`config.mk`:
```
export PLATFORM = sky130hd
export DESIGN_NAME = key_debounce_long_press_multi_click
export DESIGN_NICKNAME = d
export VERILOG_FILES = /design/src/sv/kdlpmc_pkg.sv /design/src/sv/kdlpmc_ram.sv /design/src/sv/kdlpmc_key_logic.sv /design/src/sv/kdlpmc_evt_queue.sv /design/src/sv/key_debounce_long_press_multi_click.sv
export SDC_FILE = /design/constraint.sdc
export NUM_CORES = 1
export LEC_CHECK = 0
export BUFFER_PORTS_ARGS = -buffer_cell sky130_fd_sc_hd__buf_2
export CAP_MARGIN = 20
export CORE_ASPECT_RATIO = 1.4
export CORE_UTILIZATION = 40
export CTS_CLUSTER_SIZE = 24
export DETAILED_ROUTE_END_ITERATION = 6
export PLACE_DENSITY = 0.58
export SETUP_SLACK_MARGIN = 0.05
export SYNTH_ARGS = -nofsm -noshare
export SYNTH_HDL_FRONTEND = slang
export SYNTH_SLANG_ARGS = --single-unit
```
`constraint.sdc`:
```
create_clock -name clk_i -period 7.51 [get_ports clk_i]
set_clock_uncertainty 0.05 [all_clocks]
set_input_delay 1.1265 -clock clk_i [delete_from_list [all_inputs] [get_ports clk_i]]
set_output_delay 1.1265 -clock clk_i [all_outputs]
set_load 0.01 [all_outputs]
```
`src/sv/kdlpmc_pkg.sv`:
```
// Shared types, constants and register codes for the key debounce / click detector.
`timescale 1ns / 1ps
package kdlpmc_pkg;

  localparam int NUM_KEYS_DEF = 4;
  localparam int LEVEL_W      = 4;
  localparam int MAX_RESULTS  = 4;
  localparam int QUEUE_DEPTH  = 16;
  localparam int QPTR_W       = $clog2(QUEUE_DEPTH);
  localparam int QCNT_W       = QPTR_W + 1;
  localparam int PADDR_W      = 4;

  localparam logic [7:0]  DEBOUNCE_RST = 8'd10;
  localparam logic [15:0] LONG_RST     = 16'd1000;
  localparam logic [15:0] WINDOW_RST   = 16'd300;
  localparam logic [15:0] DUR_MAX      = 16'hFFFF;
  localparam logic [3:0]  CLICK_MAX    = 4'd15;

  localparam logic [1:0] REG_DEBOUNCE = 2'd0;
  localparam logic [1:0] REG_LONG     = 2'd1;
  localparam logic [1:0] REG_WINDOW   = 2'd2;

  localparam logic EVT_LONG  = 1'b0;
  localparam logic EVT_CLICK = 1'b1;

  typedef struct packed {
    logic        dbusy;
    logic [7:0]  dcnt;
    logic        pressed;
    logic [15:0] dur;
    logic        wbusy;
    logic [15:0] wcnt;
    logic [3:0]  clicks;
  } key_state_t;

  localparam int KEY_STATE_W = $bits(key_state_t);

  localparam key_state_t KEY_STATE_RST = '{
    dbusy: 1'b0, dcnt: 8'd0, pressed: 1'b0, dur: 16'd0,
    wbusy: 1'b0, wcnt: 16'd0, clicks: 4'd1
  };

  typedef struct packed {
    logic [7:0]  debounce;
    logic [15:0] long_press;
    logic [15:0] window;
  } cfg_t;

  typedef struct packed {
    logic [1:0] key;
    logic       kind;
    logic [3:0] count;
    logic       last;
  } evt_t;

  typedef struct packed {
    key_state_t st;
    logic       emit;
    logic       kind;
    logic [3:0] count;
  } key_upd_t;

endpackage

```
`src/sv/kdlpmc_ram.sv`:
```
// Generic single-write, single-read RAM with registered read data.
`timescale 1ns / 1ps
module kdlpmc_ram #(
  parameter int WIDTH = 8,
  parameter int DEPTH = 4,
  localparam int AW = (DEPTH > 1) ? $clog2(DEPTH) : 1
) (
  input  logic             clk_i,
  input  logic             we_i,
  input  logic [AW-1:0]    waddr_i,
  input  logic [WIDTH-1:0] wdata_i,
  input  logic [AW-1:0]    raddr_i,
  output logic [WIDTH-1:0] rdata_o
);

  logic [WIDTH-1:0] mem_q [DEPTH];
  logic [WIDTH-1:0] rdata_q;

  always_ff @(posedge clk_i) begin
    if (we_i) begin
      mem_q[waddr_i] <= wdata_i;
    end
    rdata_q <= mem_q[raddr_i];
  end

  assign rdata_o = rdata_q;

endmodule

```
`src/sv/kdlpmc_key_logic.sv`:
```
// Per-key update: press timing, debounce and click window for one key in one tick.
`timescale 1ns / 1ps
module kdlpmc_key_logic import kdlpmc_pkg::*; (
  input  key_state_t st_i,
  input  logic       lvl_i,
  input  logic       prev_i,
  input  cfg_t       cfg_i,
  output key_upd_t   upd_o
);

  key_state_t s;
  logic       emit;
  logic       kind;
  logic [3:0] count;

  always_comb begin
    s     = st_i;
    emit  = 1'b0;
    kind  = EVT_LONG;
    count = 4'd0;

    if (s.pressed && s.dur < DUR_MAX) begin
      s.dur = s.dur + 16'd1;
    end

    if (s.dbusy) begin
      if (s.dcnt <= 8'd1) begin
        s.dbusy = 1'b0;
        s.dcnt  = 8'd0;
        if (!lvl_i) begin
          s.pressed = 1'b1;
          s.dur     = 16'd0;
        end
      end else begin
        s.dcnt = s.dcnt - 8'd1;
      end
    end

    if (s.wbusy) begin
      if (s.wcnt <= 16'd1) begin
        s.wbusy = 1'b0;
        s.wcnt  = 16'd0;
        if (s.pressed) begin
          if (s.clicks < CLICK_MAX) begin
            s.clicks = s.clicks + 4'd1;
          end
        end else begin
          emit     = 1'b1;
          kind     = EVT_CLICK;
          count    = s.clicks;
          s.clicks = 4'd1;
        end
      end else begin
        s.wcnt = s.wcnt - 16'd1;
      end
    end

    if (!lvl_i && prev_i) begin
      if (!s.dbusy) begin
        s.dbusy = 1'b1;
        s.dcnt  = cfg_i.debounce;
      end
    end else if (lvl_i && !prev_i && s.pressed) begin
      s.pressed = 1'b0;
      if (s.dur > cfg_i.long_press) begin
        emit  = 1'b1;
        kind  = EVT_LONG;
        count = 4'd0;
      end else begin
        s.wbusy = 1'b1;
        s.wcnt  = cfg_i.window;
      end
    end

    upd_o.st    = s;
    upd_o.emit  = emit;
    upd_o.kind  = kind;
    upd_o.count = count;
  end

endmodule

```
`src/sv/kdlpmc_evt_queue.sv`:
```
// Event queue: holds back one event per tick to mark the last, then buffers words out.
`timescale 1ns / 1ps
module kdlpmc_evt_queue import kdlpmc_pkg::*; (
  input  logic              clk_i,
  input  logic              rst_ni,
  input  logic              evt_valid_i,
  input  evt_t              evt_i,
  input  logic              tick_end_i,
  output logic              out_valid_o,
  output evt_t              out_evt_o,
  input  logic              out_stall_i,
  output logic [QCNT_W-1:0] count_o
);

  evt_t              mem_q [QUEUE_DEPTH];
  logic [QPTR_W-1:0] wptr_q, rptr_q;
  logic [QCNT_W-1:0] count_q;
  logic              pend_v_q, pend_v_d;
  evt_t              pend_q, pend_d;
  logic              push0, push1, pop;
  evt_t              d0, d1;

  always_comb begin
    pend_v_d = pend_v_q;
    pend_d   = pend_q;
    push0    = 1'b0;
    push1    = 1'b0;
    d0       = pend_q;
    d0.last  = 1'b0;
    d1       = evt_i;
    d1.last  = 1'b1;
    if (tick_end_i) begin
      pend_v_d = 1'b0;
    end
    if (evt_valid_i) begin
      if (pend_v_q) begin
        push0 = 1'b1;
        push1 = tick_end_i;
      end else if (tick_end_i) begin
        push0   = 1'b1;
        d0      = evt_i;
        d0.last = 1'b1;
      end
      // hold the newest word back until the next one or the end of the tick
      if (!tick_end_i) begin
        pend_v_d = 1'b1;
        pend_d   = evt_i;
      end
    end else if (tick_end_i && pend_v_q) begin
      push0   = 1'b1;
      d0.last = 1'b1;
    end
  end

  assign pop = (count_q != '0) && !out_stall_i;

  always_ff @(posedge clk_i or negedge rst_ni) begin
    if (!rst_ni) begin
      pend_v_q <= 1'b0;
      wptr_q   <= '0;
      rptr_q   <= '0;
      count_q  <= '0;
    end else begin
      pend_v_q <= pend_v_d;
      wptr_q   <= wptr_q + QPTR_W'(push0) + QPTR_W'(push1);
      rptr_q   <= rptr_q + QPTR_W'(pop);
      count_q  <= count_q + QCNT_W'(push0) + QCNT_W'(push1) - QCNT_W'(pop);
    end
  end

  always_ff @(posedge clk_i) begin
    pend_q <= pend_d;
    if (push0) begin
      mem_q[wptr_q] <= d0;
    end
    if (push1) begin
      mem_q[QPTR_W'(wptr_q + 1'b1)] <= d1;
    end
  end

  assign out_valid_o = (count_q != '0);
  assign out_evt_o   = mem_q[rptr_q];
  assign count_o     = count_q;

endmodule

```
`src/sv/key_debounce_long_press_multi_click.sv`:
```
// Top level: tick sequencer over the per-key state RAM, config registers, event output.
// Order: with no output stall the last word of a tick leaves once the tick's last key is updated;
// an earlier word leaves once the tick's next word reaches the queue.
// Throughput: the key state RAM serves one key a cycle; a new tick can start as the last key issues.
// Input stalls when the event queue lacks room for the events of the ticks in flight.
// Reset: all keys released, per-key state reads as idle with a click count of one
// (valid bit per entry), registers return to 10, 1000 and 300 ticks.
`timescale 1ns / 1ps
module key_debounce_long_press_multi_click import kdlpmc_pkg::*; #(
  parameter int NUM_KEYS = NUM_KEYS_DEF
) (
  input  logic               clk_i,
  input  logic               rst_ni,
  input  logic               key_valid_i,
  output logic               key_stall_o,
  input  logic [LEVEL_W-1:0] key_levels_i,
  output logic               evt_valid_o,
  input  logic               evt_stall_i,
  output logic [1:0]         key_index_o,
  output logic               event_kind_o,
  output logic [3:0]         click_count_o,
  output logic               last_event_o,
  input  logic               psel,
  input  logic               penable,
  input  logic               pwrite,
  input  logic [PADDR_W-1:0] paddr,
  input  logic [31:0]        pwdata,
  output logic [31:0]        prdata,
  output logic               pready
);

  localparam int KEY_W = (NUM_KEYS > 1) ? $clog2(NUM_KEYS) : 1;
  localparam logic [KEY_W-1:0] LAST_KEY = KEY_W'(NUM_KEYS - 1);

  // configuration registers
  cfg_t cfg_q;

  assign pready = 1'b1;

  always_ff @(posedge clk_i or negedge rst_ni) begin
    if (!rst_ni) begin
      cfg_q.debounce   <= DEBOUNCE_RST;
      cfg_q.long_press <= LONG_RST;
      cfg_q.window     <= WINDOW_RST;
    end else if (psel && penable && pwrite) begin
      unique case (paddr[3:2])
        REG_DEBOUNCE: cfg_q.debounce   <= pwdata[7:0];
        REG_LONG:     cfg_q.long_press <= pwdata[15:0];
        REG_WINDOW:   cfg_q.window     <= pwdata[15:0];
        default: ;
      endcase
    end
  end

  always_comb begin
    unique case (paddr[3:2])
      REG_DEBOUNCE: prdata = {24'd0, cfg_q.debounce};
      REG_LONG:     prdata = {16'd0, cfg_q.long_press};
      REG_WINDOW:   prdata = {16'd0, cfg_q.window};
      default:      prdata = 32'd0;
    endcase
  end

  // issue stage: walk the keys of the current tick
  logic               iss_busy_q;
  logic [KEY_W-1:0]   iss_key_q;
  logic [LEVEL_W-1:0] cur_levels_q, prev_levels_q;
  logic [1:0]         inflight_q;
  logic [QCNT_W-1:0]  q_count;
  logic               issue_free, room, key_accept;
  logic [4:0]         iss_key_ext;
  logic               iss_lvl, iss_prev;
  logic [QCNT_W+1:0]  reserved;

  assign issue_free  = !iss_busy_q || (iss_key_q == LAST_KEY);
  assign reserved    = (QCNT_W+2)'(q_count) + (QCNT_W+2)'(MAX_RESULTS) * (QCNT_W+2)'(inflight_q);
  assign room        = reserved <= (QCNT_W+2)'(QUEUE_DEPTH - MAX_RESULTS);
  assign key_stall_o = !(issue_free && room);
  assign key_accept  = key_valid_i && !key_stall_o;

  // keys past the input word read as released
  assign iss_key_ext = 5'(iss_key_q);
  assign iss_lvl  = (iss_key_ext < 5'(LEVEL_W)) ? cur_levels_q[iss_key_ext[1:0]] : 1'b1;
  assign iss_prev = (iss_key_ext < 5'(LEVEL_W)) ? prev_levels_q[iss_key_ext[1:0]] : 1'b1;

  // update stage registers
  logic             s1_v_q, s1_last_q, s1_lvl_q, s1_prev_q;
  logic [KEY_W-1:0] s1_key_q;

  always_ff @(posedge clk_i or negedge rst_ni) begin
    if (!rst_ni) begin
      iss_busy_q    <= 1'b0;
      iss_key_q     <= '0;
      cur_levels_q  <= '1;
      prev_levels_q <= '1;
      s1_v_q        <= 1'b0;
      s1_last_q     <= 1'b0;
      inflight_q    <= 2'd0;
    end else begin
      if (key_accept) begin
        prev_levels_q <= cur_levels_q;
        cur_levels_q  <= key_levels_i;
        iss_busy_q    <= 1'b1;
        iss_key_q     <= '0;
      end else if (iss_busy_q) begin
        if (iss_key_q == LAST_KEY) begin
          iss_busy_q <= 1'b0;
        end else begin
          iss_key_q <= KEY_W'(iss_key_q + 1'b1);
        end
      end
      s1_v_q     <= iss_busy_q;
      s1_last_q  <= iss_busy_q && (iss_key_q == LAST_KEY);
      inflight_q <= inflight_q + 2'(key_accept) - 2'(s1_v_q && s1_last_q);
    end
  end

  always_ff @(posedge clk_i) begin
    s1_key_q  <= iss_key_q;
    s1_lvl_q  <= iss_lvl;
    s1_prev_q <= iss_prev;
  end

  // key state RAM with valid bits and same-entry forwarding
  logic [KEY_STATE_W-1:0] ram_rdata;
  logic [NUM_KEYS-1:0]    vld_q;
  logic                   byp_v_q;
  key_state_t             byp_q;
  key_state_t             st_cur;
  key_upd_t               upd;
  logic                   wr_en;

  assign wr_en = s1_v_q;

  kdlpmc_ram #(
    .WIDTH (KEY_STATE_W),
    .DEPTH (NUM_KEYS)
  ) u_state_ram (
    .clk_i   (clk_i),
    .we_i    (wr_en),
    .waddr_i (s1_key_q),
    .wdata_i (upd.st),
    .raddr_i (iss_key_q),
    .rdata_o (ram_rdata)
  );

  always_comb begin
    if (byp_v_q) begin
      st_cur = byp_q;
    end else if (vld_q[s1_key_q]) begin
      st_cur = key_state_t'(ram_rdata);
    end else begin
      st_cur = KEY_STATE_RST;
    end
  end

  always_ff @(posedge clk_i or negedge rst_ni) begin
    if (!rst_ni) begin
      vld_q   <= '0;
      byp_v_q <= 1'b0;
    end else begin
      if (wr_en) begin
        vld_q[s1_key_q] <= 1'b1;
      end
      // the read issued this cycle misses the write to the same entry
      byp_v_q <= wr_en && (s1_key_q == iss_key_q);
    end
  end

  always_ff @(posedge clk_i) begin
    byp_q <= upd.st;
  end

  kdlpmc_key_logic u_key_logic (
    .st_i   (st_cur),
    .lvl_i  (s1_lvl_q),
    .prev_i (s1_prev_q),
    .cfg_i  (cfg_q),
    .upd_o  (upd)
  );

  // events
  evt_t       evt_new, evt_out;
  logic [4:0] s1_key_ext;

  assign s1_key_ext    = 5'(s1_key_q);
  assign evt_new.key   = s1_key_ext[1:0];
  assign evt_new.kind  = upd.kind;
  assign evt_new.count = upd.count;
  assign evt_new.last  = 1'b0;

  kdlpmc_evt_queue u_evt_queue (
    .clk_i       (clk_i),
    .rst_ni      (rst_ni),
    .evt_valid_i (s1_v_q && upd.emit),
    .evt_i       (evt_new),
    .tick_end_i  (s1_v_q && s1_last_q),
    .out_valid_o (evt_valid_o),
    .out_evt_o   (evt_out),
    .out_stall_i (evt_stall_i),
    .count_o     (q_count)
  );

  assign key_index_o   = evt_out.key;
  assign event_kind_o  = evt_out.kind;
  assign click_count_o = evt_out.count;
  assign last_event_o  = evt_out.last;

  a_queue_bound: assert property (@(posedge clk_i) disable iff (!rst_ni)
    q_count <= QCNT_W'(QUEUE_DEPTH))
    else $error("event queue overflow");

  a_tick_end_inflight: assert property (@(posedge clk_i) disable iff (!rst_ni)
    (s1_v_q && s1_last_q) |-> (inflight_q != 2'd0))
    else $error("tick finished with none in flight");

  a_accept_starts_walk: assert property (@(posedge clk_i) disable iff (!rst_ni)
    key_accept |=> (iss_busy_q && iss_key_q == '0))
    else $error("accepted word did not start at key zero");

endmodule

```
==> impl_results.md <==
* Die X-Extent at 200 µm
* Clock sink count at 495
* Total gr overflow at 0
* Cells after Synth at 1638
* DRT Wirelength at 52700 µm
* Ys Warns at 0
* Sequential power share at 43.4%
* Final nets at 1762
* Clock slew seen by the registers of the worst setup and hold paths at 70 ps
* # Post-CTS Setup Buffers at 0
* Worst slew pin tran at 1040 ps
* Fin crit period at 6800 ps
* Sequential-to-total area share from yosys stat at 61.1%
* CP startpoint kind: flip-flop
* Routability cong. at 0.855
* Pwr Density at 425 mW/mm²
* Max stage delay on crit path at 720 ps
* Antenna Nets Post-Route at 0
* PortBufs at 54
* Async SR Flop Fraction at 14.9%
* Maximum achievable frequency at 0.147 GHz
* CTS resizes at 0
* First-pass GRT wire length at 82200 µm
* Netlist cell types at 81
* Placement Setup Slack at 699 ps
* #FFs+latches synth at 495
* Die height at 279 µm
* 1st-iter DRT viols at 859
* DRC Markers at 0
* Met1 Use GR at 22.6%
* Final setup TNS at 0 ps
* Crit path max-delay cell type: mux2i_4
* Comb power frac at 32.7%
* Final WS setup at 709 ps
* CTS Buf Count at 48
* Layout cells sized above 1 at 19.5%
* Grt peak-use layer: met2
* Per-cell routed wire length at 21.6 µm
* Outcome: finished clean
* Max VDD drop at 0.207 mV
* Slew Limit Fails at 0
* Clock share of power at 23.9%
* Pre-antenna DRT Iters at 5
* Post-route clock period utilization at 90.6%
* Worst hold path class: input pin to asynchronous set/reset pin
* Final-layout fill cell count at 4892
* Vias in the first global route at 14.3k
* Most frequent cells after synthesis: edfxtp_1, nand2_1, o22ai_1
* Setup CP Type: flip-flop to flip-flop
* Initial antenna violation count at 0
* Ys flop type: edfxtp_1
* Critical path capture point type: flip-flop
* Worst-Skew Late Latency at 610 ps
* CTS H-tree lvls at 2
* Post-Place Cells at 2347
* Switch Pwr at 3.56 mW
* Maxcap violations at 0
* Synth area leader: edfxtp_1
* Post-DP HPWL at 34700 µm
* WP buf/inv at 0
* Via density at 5.66
* Core area at 0.0542 mm²
* Synth Cell Area at 0.0219 mm²
* Ports at 90
* Initial core utilization at 40.4%
* Final hold slack at 334 ps
* Fin. Hold Viols at 0
* Total GRT Usage at 19.3%
* Sw Ratio at 34.3%
* EDFF count, synth at 307
* CP Cell Sequence: mux4_2 -> a31oi_1 -> a211o_1 -> a2111o_1 -> or2_2 -> nand4_1 -> xnor2_1 -> nor2_1 -> ha_1 -> a21o_1 -> a21o_1 -> a2111o_1 -> o31a_1 -> a21oi_4 -> nand2b_1 -> mux2i_4 -> o22ai_1
* Critical Path Fanout Max at 22
* Top cell type's share of synthesized area at 42.1%
* Req. time, crit path at 7770 ps
* Synth top area cells: edfxtp_1, dfxtp_1, mux4_2, dfrtp_1, o22ai_1
* Leakage power at 9.15 nW
* Rows at 101
* Cts hold-fix bufs at 0
* Clock Tree Root: clkbuf_16
* Worst EP arrival at 7060 ps
* Avg Cell Area, Syn at 13.4 µm²
* Delay-heaviest family, CP: compound AO/OA/AOI/OAI gates
* Internal power at 6.82 mW
* Count leader, synth: edfxtp_1
* Die area at 0.0557 mm²
* Met2 Use GR at 35.1%
* CTS tree: yes
* Unrepaired setup endpoints after global routing: false
* N_diodes at 0
* GR Layer Usage met3 at 2.81%
* CTS Buffer Depth at 3
* Via Count at 13.8k
* Synthesis-to-layout area growth at 11.6%
* Post-Layout Cell Count at 2437
* Largest net degree at the start of global routing at 57
* Max_slew headroom at 30.8%
* Final setup viols at 0
==> area by class of cell <==
class / instances / area (µm²) / share of cell area, %
Clock buffer: 67 / 1310 / 5.37
Multi-Input combinational cell: 994 / 7850 / 32.1
Inverter: 51 / 191 / 0.783
Tap cell: 721 / 902 / 3.69
Timing Repair Buffer: 86 / 513 / 2.10
Clock inverter: 23 / 290 / 1.19
Sequential cell: 495 / 13400 / 54.8
==> per-layer routing <==
| layer | vias up | share of wire [%] |
|---|---|---|
| li1 | 6300 | - |
| met1 | 6986 | 39 |
| met2 | 406 | 53 |
| met3 | 94 | 4.6 |
| met4 | 0 | 3.6 |
| met5 | - | 0 |
==> power by group through the flow <==
stage                     sequential (mW)  combinational, mW  clock (mW)
after floorplan                      4.32               2.55           0
after global placement               4.53               3.31           0
after detailed placement             4.56               3.40           0
after CTS                            4.51               3.42        2.54
after global routing                 4.59               3.76        2.63
final                                4.51               3.40        2.48
==> sequential cells by signal (all words and copies together), names as in the netlist, 2 cells and up <==
signal and flops:
u_state_ram.mem_q 188, vld_q 4, cur_levels_q 4, u_evt_queue.wptr_q 4
inflight_q 2, prev_levels_q 4, byp_q 47, u_state_ram.rdata_o 47
s1_key_q 2, iss_key_q 2, cfg_q 40, u_evt_queue.mem_q 128
u_evt_queue.pend_q 7, u_evt_queue.count_o 5, u_evt_queue.rptr_q 4
==> through the flow <==
step	power [mW]	utilization (%)	instance area, µm²
after floorplan	6.87	-	22000
after global placement	7.84	42.1	22800
after detailed placement	7.97	42.1	22800
after CTS	10.5	45.1	24400
after global routing	11.0	45.1	24400
final	10.4	45.1	24400
==> path summary, 6_finish.rpt <==
kind / from / to / slack (ps) / cells past startpoint
worst max-delay path: s1_key_q[0] / u_evt_queue.mem_q[0][7] / 710 / 17
worst min-delay path: rst_ni / cfg_q[10] / 330 / 1
worst max register to register: s1_key_q[0] / u_evt_queue.mem_q[0][7] / 710 / 17
worst min register to register: iss_busy_q / s1_v_q / 350 / 0
max in group asynchronous: rst_ni / iss_key_q[0] / 5910 / 2
min in group clk_i: iss_busy_q / s1_v_q / 350 / 0
==> worst register-to-register path: stages, from the launching register on <==
cell and delay [ps]:
dfxtp_1 320, mux4_2 680, a31oi_1 280, a211o_1 320, a2111o_1 360, or2_2 410
nand4_1 150, xnor2_1 70, nor2_1 350, ha_1 340, a21o_1 160, a21o_1 170
a2111o_1 460, o31a_1 390, a21oi_4 470, nand2b_1 640, mux2i_4 730, o22ai_1 200
==> cell families (layout without fill, tap and decap cells) <==
kind of cell | count (synthesis) | after routing | share of synthesized area [%]
XOR/XNOR | 42 | 42 | 1.68
adder cells (fa/ha/maj) | 39 | 39 | 2.36
flip-flops | 495 | 495 | 61.1
AND/OR/NAND/NOR | 380 | 380 | 9.11
buffers and inverters | 164 | 227 | 3.53
other | 2 | 17 | 0.0343
AO/OA/AOI/OAI | 351 | 351 | 10.5
multiplexers | 165 | 165 | 11.7
==> placed cells by master (no fill, tap or decap), types with 47 or more instances in the layout <==
cell type	instances
o21ai_0	85
mux2i_1	53
buf_2	53
o22ai_1	117
dfrtp_1	50
nand2_1	143
nor2_1	53
edfxtp_1	307
mux4_2	66
clkbuf_16	48
a21oi_1	47
inv_1	47
dfxtp_1	114
(Power assumes the default switching activity.)
